$ cat config.mk
export PLATFORM = sky130hd
export DESIGN_NAME = lowest_slot_allocator_fifo_wait
export DESIGN_NICKNAME = d
export VERILOG_FILES = /design/src/design/lsa_pkg.sv /design/src/design/lsa_ram.sv /design/src/design/lowest_slot_allocator_fifo_wait.sv
export SDC_FILE = /design/constraint.sdc
export NUM_CORES = 2
export LEC_CHECK = 0
export ABC_AREA = 0
export BUFFER_PORTS_ARGS = -buffer_cell sky130_fd_sc_hd__buf_4
export CAP_MARGIN = 20
export CORE_MARGIN = 4
export CORE_UTILIZATION = 50
export CTS_CLUSTER_DIAMETER = 200
export DETAILED_ROUTE_END_ITERATION = 7
export HOLD_SLACK_MARGIN = 0.1
export PLACE_DENSITY = 0.66
export SKIP_CTS_REPAIR_TIMING = 1
export SYNTH_ARGS = -nofsm -noshare
export SYNTH_HDL_FRONTEND = slang
export SYNTH_SLANG_ARGS = --single-unit
$ cat constraint.sdc
create_clock -name clk -period 8.8 [get_ports clk]
set_input_delay 0.44 -clock clk [delete_from_list [all_inputs] [get_ports clk]]
set_output_delay 0.44 -clock clk [all_outputs]
set_load 0.05 [all_outputs]
$ cat src/design/lsa_pkg.sv
// Shared definitions for the lowest-slot allocator: operation codes and the
// fixed field widths of the request and result ports.
// Depends on nothing; used by lowest_slot_allocator_fifo_wait.
package lsa_pkg;

    // Request operation codes.
    typedef enum logic [1:0] {
        OP_ARRIVAL   = 2'd0,
        OP_DEPARTURE = 2'd1,
        OP_LOAD      = 2'd2,
        OP_UNUSED    = 2'd3
    } op_t;

    // Field widths of the request and result ports.
    localparam int ID_W     = 6;
    localparam int WEIGHT_W = 14;
    localparam int SIDX_W   = 4;
    localparam int RATE_W   = 8;
    localparam int CHARGE_W = 22;
    localparam int TOTAL_W  = 32;
    localparam int CFG_W    = 5;

endpackage

$ cat src/design/lsa_ram.sv
// Generic single-clock RAM with one write port and one registered read port.
// Depends on nothing; instanced for every table of the slot allocator.
module lsa_ram #(
    parameter int WIDTH = 8,
    parameter int DEPTH = 16
) (
    input  logic                     clk,
    input  logic                     wr_en,
    input  logic [$clog2(DEPTH)-1:0] wr_addr,
    input  logic [WIDTH-1:0]         wr_data,
    input  logic [$clog2(DEPTH)-1:0] rd_addr,
    output logic [WIDTH-1:0]         rd_data
);

    logic [WIDTH-1:0] mem [DEPTH];

    // Write and registered read, both on the rising edge.
    always_ff @(posedge clk)
    begin
        if (wr_en)
        begin
            mem[wr_addr] <= wr_data;
        end
        rd_data <= mem[rd_addr];
    end

endmodule

$ cat src/design/lowest_slot_allocator_fifo_wait.sv
// Lowest-free-slot allocator with a queue of waiting requesters; uses lsa_pkg and lsa_ram.
// A load, an unused code or an arrival that only queues or is dropped stays in ST_IDLE,
// a departure without a grant visits ST_DEP. A granting arrival runs ST_RATE, ST_SUM, a
// granting departure ST_DEP, ST_RATE, ST_SUM (holder read, rate read and multiply, total
// update); done is registered from ST_SUM. Requests are taken only in ST_IDLE. done lasts
// one cycle and cannot be stalled. Reset and cfg_we clear all holders in ST_CLEAR.
module lowest_slot_allocator_fifo_wait #(
    parameter int SLOT_COUNT      = 16,
    parameter int REQUESTER_COUNT = 64
) (
    input  logic                         clk,
    input  logic                         rst_n,
    input  logic                         start,
    output logic                         busy,
    input  logic [1:0]                   operation,
    input  logic [lsa_pkg::ID_W-1:0]     requester_id,
    input  logic [lsa_pkg::WEIGHT_W-1:0] weight,
    input  logic [lsa_pkg::SIDX_W-1:0]   slot_index,
    input  logic [lsa_pkg::RATE_W-1:0]   slot_rate,
    input  logic                         cfg_we,
    input  logic [lsa_pkg::CFG_W-1:0]    cfg_wdata,
    output logic                         done,
    output logic [lsa_pkg::ID_W-1:0]     assigned_id,
    output logic [lsa_pkg::SIDX_W-1:0]   assigned_slot,
    output logic [lsa_pkg::CHARGE_W-1:0] charge,
    output logic [lsa_pkg::TOTAL_W-1:0]  running_total
);

    localparam int SLOT_W      = $clog2(SLOT_COUNT);
    localparam int RID_W       = $clog2(REQUESTER_COUNT);
    localparam int CNT_W       = $clog2(REQUESTER_COUNT + 1);
    localparam int HOLD_W      = SLOT_W + 1;
    localparam int FIFO_W      = lsa_pkg::ID_W + lsa_pkg::WEIGHT_W;
    localparam int RESET_SLOTS = (SLOT_COUNT < 16) ? SLOT_COUNT : 16;

    typedef enum logic [2:0] {
        ST_CLEAR,
        ST_IDLE,
        ST_DEP,
        ST_RATE,
        ST_SUM
    } state_t;

    // Free map with the low n bits set; callers pass n already clamped to 1..SLOT_COUNT.
    function automatic logic [SLOT_COUNT-1:0] initial_free(input int n);
        logic [SLOT_COUNT-1:0] map;
        map = '0;
        for (int s = 0; s < SLOT_COUNT; s++)
        begin
            map[s] = (s < n);
        end
        return map;
    endfunction

    // Queue pointer increment with wrap at the queue depth.
    function automatic logic [RID_W-1:0] ptr_inc(input logic [RID_W-1:0] p);
        return (p == RID_W'(REQUESTER_COUNT - 1)) ? '0 : p + 1'b1;
    endfunction

    state_t                          state_reg, state_next;
    logic [RID_W-1:0]                clr_cnt_reg, clr_cnt_next;
    logic [SLOT_COUNT-1:0]           free_map_reg, free_map_next;
    logic [SLOT_COUNT-1:0]           rate_valid_reg, rate_valid_next;
    logic [RID_W-1:0]                head_reg, head_next;
    logic [RID_W-1:0]                tail_reg, tail_next;
    logic [CNT_W-1:0]                count_reg, count_next;
    logic [lsa_pkg::TOTAL_W-1:0]     total_reg, total_next;
    logic                            done_reg, done_next;
    logic                            set_holder_reg, set_holder_next;

    logic [lsa_pkg::ID_W-1:0]        cur_id_reg, cur_id_next;
    logic [lsa_pkg::WEIGHT_W-1:0]    cur_weight_reg, cur_weight_next;
    logic [SLOT_W-1:0]               cur_slot_reg, cur_slot_next;
    logic [RID_W-1:0]                dep_rid_reg, dep_rid_next;
    logic [lsa_pkg::CHARGE_W-1:0]    product_reg, product_next;

    logic                            hold_wr_en;
    logic [RID_W-1:0]                hold_wr_addr;
    logic [HOLD_W-1:0]               hold_wr_data;
    logic [HOLD_W-1:0]               hold_rd_data;
    logic                            fifo_wr_en;
    logic [FIFO_W-1:0]               fifo_rd_data;
    logic                            rate_wr_en;
    logic [SLOT_W-1:0]               rate_rd_addr;
    logic [lsa_pkg::RATE_W-1:0]      rate_rd_data;

    logic [SLOT_COUNT-1:0]           free_iso;
    logic [SLOT_W-1:0]               low_slot;
    logic                            free_any;
    logic                            id_ok;
    logic                            slot_ok;
    int                              cfg_slots;
    logic [lsa_pkg::RATE_W-1:0]      rate_q;
    logic [lsa_pkg::TOTAL_W:0]       sum_wide;

    // Lowest free slot: isolate the lowest set bit, then encode it.
    always_comb
    begin
        free_iso = free_map_reg & ((~free_map_reg) + SLOT_COUNT'(1));
        low_slot = '0;
        for (int s = 0; s < SLOT_COUNT; s++)
        begin
            if (free_iso[s])
            begin
                low_slot = low_slot | SLOT_W'(s);
            end
        end
        free_any = |free_map_reg;
    end

    // Range checks on the request and clamping of the configuration value.
    always_comb
    begin
        id_ok   = int'(requester_id) < REQUESTER_COUNT;
        slot_ok = int'(slot_index) < SLOT_COUNT;
        if (cfg_wdata == '0)
        begin
            cfg_slots = 1;
        end
        else if (int'(cfg_wdata) > SLOT_COUNT)
        begin
            cfg_slots = SLOT_COUNT;
        end
        else
        begin
            cfg_slots = int'(cfg_wdata);
        end
    end

    assign rate_q   = rate_valid_reg[cur_slot_reg] ? rate_rd_data : '0;
    assign sum_wide = {1'b0, total_reg} + (lsa_pkg::TOTAL_W + 1)'(product_reg);

    // Sequencer: next state, table accesses and datapath updates.
    always_comb
    begin
        state_next      = state_reg;
        clr_cnt_next    = clr_cnt_reg;
        free_map_next   = free_map_reg;
        rate_valid_next = rate_valid_reg;
        head_next       = head_reg;
        tail_next       = tail_reg;
        count_next      = count_reg;
        total_next      = total_reg;
        done_next       = 1'b0;
        set_holder_next = set_holder_reg;
        cur_id_next     = cur_id_reg;
        cur_weight_next = cur_weight_reg;
        cur_slot_next   = cur_slot_reg;
        dep_rid_next    = dep_rid_reg;
        product_next    = product_reg;
        hold_wr_en      = 1'b0;
        hold_wr_addr    = RID_W'(requester_id);
        hold_wr_data    = '0;
        fifo_wr_en      = 1'b0;
        rate_wr_en      = 1'b0;
        rate_rd_addr    = cur_slot_reg;

        case (state_reg)
            ST_CLEAR:
            begin
                hold_wr_en   = 1'b1;
                hold_wr_addr = clr_cnt_reg;
                if (clr_cnt_reg == RID_W'(REQUESTER_COUNT - 1))
                begin
                    state_next = ST_IDLE;
                end
                else
                begin
                    clr_cnt_next = clr_cnt_reg + 1'b1;
                end
            end
            ST_IDLE:
            begin
                if (start)
                begin
                    case (operation)
                        lsa_pkg::OP_LOAD:
                        begin
                            if (slot_ok)
                            begin
                                rate_wr_en = 1'b1;
                                rate_valid_next[SLOT_W'(slot_index)] = 1'b1;
                            end
                        end
                        lsa_pkg::OP_ARRIVAL:
                        begin
                            if (id_ok && (count_reg != CNT_W'(REQUESTER_COUNT)))
                            begin
                                if (free_any)
                                begin
                                    // A free slot means the queue is empty: the new
                                    // requester passes straight through it.
                                    cur_id_next             = requester_id;
                                    cur_weight_next         = weight;
                                    cur_slot_next           = low_slot;
                                    free_map_next[low_slot] = 1'b0;
                                    head_next               = ptr_inc(head_reg);
                                    tail_next               = ptr_inc(tail_reg);
                                    hold_wr_en              = 1'b1;
                                    hold_wr_data            = {1'b1, low_slot};
                                    rate_rd_addr            = low_slot;
                                    set_holder_next         = 1'b0;
                                    state_next              = ST_RATE;
                                end
                                else
                                begin
                                    fifo_wr_en = 1'b1;
                                    tail_next  = ptr_inc(tail_reg);
                                    count_next = count_reg + 1'b1;
                                end
                            end
                        end
                        lsa_pkg::OP_DEPARTURE:
                        begin
                            if (id_ok)
                            begin
                                dep_rid_next = RID_W'(requester_id);
                                state_next   = ST_DEP;
                            end
                        end
                        default:
                        begin
                        end
                    endcase
                end
            end
            ST_DEP:
            begin
                if (!hold_rd_data[HOLD_W-1])
                begin
                    state_next = ST_IDLE;
                end
                else
                begin
                    hold_wr_en   = 1'b1;
                    hold_wr_addr = dep_rid_reg;
                    if (count_reg == '0)
                    begin
                        free_map_next[hold_rd_data[SLOT_W-1:0]] = 1'b1;
                        state_next = ST_IDLE;
                    end
                    else
                    begin
                        // Waiters mean no other slot is free: the freed slot goes to
                        // the oldest waiter.
                        cur_id_next     = fifo_rd_data[FIFO_W-1 -: lsa_pkg::ID_W];
                        cur_weight_next = fifo_rd_data[lsa_pkg::WEIGHT_W-1:0];
                        cur_slot_next   = hold_rd_data[SLOT_W-1:0];
                        head_next       = ptr_inc(head_reg);
                        count_next      = count_reg - 1'b1;
                        rate_rd_addr    = hold_rd_data[SLOT_W-1:0];
                        set_holder_next = 1'b1;
                        state_next      = ST_RATE;
                    end
                end
            end
            ST_RATE:
            begin
                product_next = lsa_pkg::CHARGE_W'(cur_weight_reg)
                             * lsa_pkg::CHARGE_W'(rate_q);
                if (set_holder_reg)
                begin
                    hold_wr_en   = 1'b1;
                    hold_wr_addr = RID_W'(cur_id_reg);
                    hold_wr_data = {1'b1, cur_slot_reg};
                end
                state_next = ST_SUM;
            end
            ST_SUM:
            begin
                total_next = sum_wide[lsa_pkg::TOTAL_W] ? '1 : sum_wide[lsa_pkg::TOTAL_W-1:0];
                done_next  = 1'b1;
                state_next = ST_IDLE;
            end
            default:
            begin
                state_next = ST_IDLE;
            end
        endcase

        // A configuration write restarts the allocation and the clearing pass.
        if (cfg_we)
        begin
            state_next    = ST_CLEAR;
            clr_cnt_next  = '0;
            free_map_next = initial_free(cfg_slots);
            head_next     = '0;
            tail_next     = '0;
            count_next    = '0;
        end
    end

    // Control state, the request in flight and the registered result.
    always_ff @(posedge clk or negedge rst_n)
    begin
        if (!rst_n)
        begin
            state_reg      <= ST_CLEAR;
            clr_cnt_reg    <= '0;
            free_map_reg   <= initial_free(RESET_SLOTS);
            rate_valid_reg <= '0;
            head_reg       <= '0;
            tail_reg       <= '0;
            count_reg      <= '0;
            total_reg      <= '0;
            done_reg       <= 1'b0;
            set_holder_reg <= 1'b0;
            cur_id_reg     <= '0;
            cur_weight_reg <= '0;
            cur_slot_reg   <= '0;
            dep_rid_reg    <= '0;
            product_reg    <= '0;
        end
        else
        begin
            state_reg      <= state_next;
            clr_cnt_reg    <= clr_cnt_next;
            free_map_reg   <= free_map_next;
            rate_valid_reg <= rate_valid_next;
            head_reg       <= head_next;
            tail_reg       <= tail_next;
            count_reg      <= count_next;
            total_reg      <= total_next;
            done_reg       <= done_next;
            set_holder_reg <= set_holder_next;
            cur_id_reg     <= cur_id_next;
            cur_weight_reg <= cur_weight_next;
            cur_slot_reg   <= cur_slot_next;
            dep_rid_reg    <= dep_rid_next;
            product_reg    <= product_next;
        end
    end

    // Slot held by each requester, with its valid bit on top.
    lsa_ram #(
        .WIDTH(HOLD_W),
        .DEPTH(REQUESTER_COUNT)
    ) u_holder (
        .clk    (clk),
        .wr_en  (hold_wr_en),
        .wr_addr(hold_wr_addr),
        .wr_data(hold_wr_data),
        .rd_addr(RID_W'(requester_id)),
        .rd_data(hold_rd_data)
    );

    // Queue of waiting requesters: id and weight.
    lsa_ram #(
        .WIDTH(FIFO_W),
        .DEPTH(REQUESTER_COUNT)
    ) u_wait_fifo (
        .clk    (clk),
        .wr_en  (fifo_wr_en),
        .wr_addr(tail_reg),
        .wr_data({requester_id, weight}),
        .rd_addr(head_reg),
        .rd_data(fifo_rd_data)
    );

    // Charge rate of each slot.
    lsa_ram #(
        .WIDTH(lsa_pkg::RATE_W),
        .DEPTH(SLOT_COUNT)
    ) u_rate (
        .clk    (clk),
        .wr_en  (rate_wr_en),
        .wr_addr(SLOT_W'(slot_index)),
        .wr_data(slot_rate),
        .rd_addr(rate_rd_addr),
        .rd_data(rate_rd_data)
    );

    // Outputs hold until the next request is accepted, so they serve as the result.
    assign busy          = (state_reg != ST_IDLE);
    assign done          = done_reg;
    assign assigned_id   = cur_id_reg;
    assign assigned_slot = lsa_pkg::SIDX_W'(cur_slot_reg);
    assign charge        = product_reg;
    assign running_total = total_reg;

    // A result only ever follows the total update.
    assert property (@(posedge clk) disable iff (!rst_n)
        done_reg |-> $past(state_reg == ST_SUM))
        else $error("result strobe without a total update");

    // A result strobe lasts one cycle.
    assert property (@(posedge clk) disable iff (!rst_n)
        done_reg |=> !done_reg)
        else $error("result strobe longer than one cycle");

    // The queue never holds more than its depth.
    assert property (@(posedge clk) disable iff (!rst_n)
        count_reg <= CNT_W'(REQUESTER_COUNT))
        else $error("wait queue overfilled");

    // Between requests a free slot and a waiter never coexist.
    assert property (@(posedge clk) disable iff (!rst_n)
        (state_reg == ST_IDLE) |-> ((count_reg == '0) || (free_map_reg == '0)))
        else $error("free slot left while requesters wait");

endmodule
==> impl_metrics.toml <==
[placement]
hpwl_mm = 112
gp_congestion = 0.823
io_buffers = 108

[worst_setup_path]
crit_top_cell = "fa_1"
crit_path_start_kind = "flip-flop"
r2r_start = "assigned_slot[0]"
path_class = "reg2reg"
reg2reg_depth = 21
cp_cell_sequence = "mux4_2 > mux4_2 > buf_12 > and2_1 > nand2_1 > fa_1 > fa_1 > inv_1 > fa_1 > inv_1 > fa_1 > inv_1 > ha_1 > nand3_1 > o211ai_1 > o41ai_1 > o21ai_0 > a211oi_1 > a21oi_1 > xnor2_1 > o21ai_0"
r2r-end = "charge[20]"
critPathArrivalTime_ps = 7780
endpoint_kind = "flip-flop"
critPathMaxFanout = 60
slowest_stage = "mux4_2"
reg2reg_slack_ps = 1700
max_stage_delay_ps = 740
required_ps = 9480

[yosys]
ys_types = 87
synth_top_cell_area_share = 0.653
ys_ff_latch = 1907
ys.flop_type = "edfxtp_1"
seq_area_frac_synth = 0.708
synthesis.nets = 4626
syn_inst = 4437
netlist_area_um2 = 79400
yosys-top-cells-area = "edfxtp_1 65%, mux4_2 11%, dfrtp_1 4.1%"
async_reset_ff_frac = 0.0766
synth_edf_count = 1728
syn_area_per_cell_um2 = 17.9
yosysTopAreaCell = "edfxtp_1"
yosys_warnings = 0

[global_route]
grt_overflow_total = 0
grt_pass1_vias = 41300
antenna_found_initial = 11
grt_max_degree = 137
grtUsageTotal = 0.230
grt_pass1_wl_mm = 279

[floorplan]
core_um2 = 157000
num_rows = 145
dieArea_um2 = 165000
die_w_um = 407
ioPinCount = 109
start_util = 0.505
die_y_um = 407

[sta]
fin_crit_sh = 0.807
fin_crit_ps = 7100
hold_violations = 0
slew_viol_final = 0
finalClockSkew_ps = 43.1
relSlewSlack = 0.220
grt_setup_unrepaired = "false"
fmax_mhz = 141
setup_viol = 0
fin_tns_setup_ps = 0
worstMarginPinSlew_ps = 1170

[pwr]
power_density_nw_per_um2 = 219
vdd_drop_max_v = 0.000212
leakagePower_nw = 30.6

[clock_tree]
clock-root-buffer = "clkbuf_16"
cts.reportedPaths.clkPinSlew_ps = 60
cts_tree = "done"
cts_inserted_buffers = 193
cts.sinks = 1907
htreeDepth = 4
clockBufferDepth = 3
clkLatencyLatePin_ps = 840

[worst_hold_path]
hold_path_class = "in2reg"
whs_endpoint = "state_reg[0]"
min_from = "operation[0]"
hold_depth = 4

[layout]
drive_above_1_share = 0.223
top_regs = "u_wait_fifo.mem: 1280 flops, u_holder.mem: 320 flops, u_rate.mem: 128 flops"
fill_cells = 11719
largest_register_ff_count = 1280
syn2layout_area_growth_pct = 13.0
num-nets-final = 4809
final_cell_mix = "1,728 x edfxtp_1, 400 x mux4_2, 231 x nand2_1"
final_core_util = 0.571
regMostFlops = "u_wait_fifo.mem"
final_common_cell = "edfxtp_1"

[drt]
finalWirelength_mm = 189
remaining_drc_errors = 0
vias = 41830
wl_per_cell_um = 27.6
vias_per_cell = 6.10
dr.pass1.iters = 7
drt_iter0_markers = 4804
antenna_left = 0

[status]
outcome = "finished clean"

[job]
maxCapViolations = 0
==> kinds of logic (layout without fill, tap and decap cells) <==
kind of cell	after synthesis	in the layout	share of synthesized area
DFF	1907	1907	0.708
and+or+nand+nor	785	785	0.0464
AOI/OAI and AO/OA	541	541	0.0441
other	0	2	0
adders and majority gates	146	146	0.0300
xor gates and xnor gates	48	48	0.00529
buffers and inverters	343	698	0.0179
muxes	667	667	0.148
==> cell usage after synthesis (11+ instances only) <==
master    count
a211oi_1     13
a21o_1       14
a21oi_1     160
a31oi_1      29
and2_1       14
and3_1      100
buf_1        28
buf_2        48
clkbuf_1    129
dfrtp_1     130
dfstp_2      16
dfxtp_1      33
edfxtp_1   1728
fa_1         74
ha_1         72
inv_1       120
mux2_2       63
mux2i_1     200
mux4_2      400
nand2_1     234
nand2b_1     16
nand3_1      34
nor2_1      264
nor2b_1      24
nor3_1       28
o21ai_0     108
o21bai_1     11
o221ai_1     44
o22ai_1      52
o31ai_1      13
or2_2        20
or3_1        13
xnor2_1      25
xor2_1       23
==> routing by layer <==
layer / global-route usage / vias up / routed length [µm]
met5: 0 / - / 0
met4: 0.0547 / 0 / 3890
met3: 0.0358 / 259 / 13000
met2: 0.378 / 1600 / 93500
met1: 0.327 / 21924 / 78900
li1: - / 18047 / -
==> area by class of cell <==
cell class | count | area, µm² | area share
antenna | 2 | 5.00 | 0.0000558
clock buffer | 243 | 5100 | 0.0568
clock inverter | 124 | 1500 | 0.0168
inverter | 122 | 458 | 0.00510
multi-input combinational | 2187 | 22100 | 0.246
sequential | 1907 | 56200 | 0.627
tap | 2058 | 2570 | 0.0287
timing repair buffer | 209 | 1720 | 0.0191
==> worst max path at each step <==
stage               slack, ps  cells after the start              from         end
floorplan                2300                     21  assigned_slot[0]  charge[20]
global placement         1560                     20  assigned_slot[0]  charge[20]
detailed placement       1570                     20  assigned_slot[0]  charge[20]
CTS                      1530                     20  assigned_slot[0]  charge[20]
global route             1290                     21  assigned_slot[0]  charge[20]
finish                   1700                     21  assigned_slot[0]  charge[20]
==> power by group <==
part           internal, mW  switching, mW
clock                  4.91           3.54
combinational         0.459          0.673
sequential             9.92          0.144
total                  15.3           4.36
==> worst max-delay path, delay by kind of cell (launching register included) <==
kind | cells | cell delay, ps
muxes | 2 | 1300
AOI/OAI and AO/OA | 6 | 1600
buffers and inverters | 4 | 420
DFF | 1 | 560
and+or+nand+nor | 3 | 430
xor gates and xnor gates | 1 | 150
adders and majority gates | 5 | 2450
==> stage by stage <==
step | instances | power [mW] | hold slack (ps) | setup slack (ps) | cell area, µm²
floorplan | 4437 | 10.9 | 144 | 2300 | 79400
global route | 6850 | 20.3 | 121 | 1290 | 89700
CTS | 6822 | 19.8 | -331 | 1530 | 89400
finish | 6852 | 19.7 | 154 | 1700 | 89700
global placement | 6454 | 11.4 | 437 | 1560 | 82800
detailed placement | 6455 | 11.4 | 443 | 1570 | 82800
(Power assumes the default switching activity.)
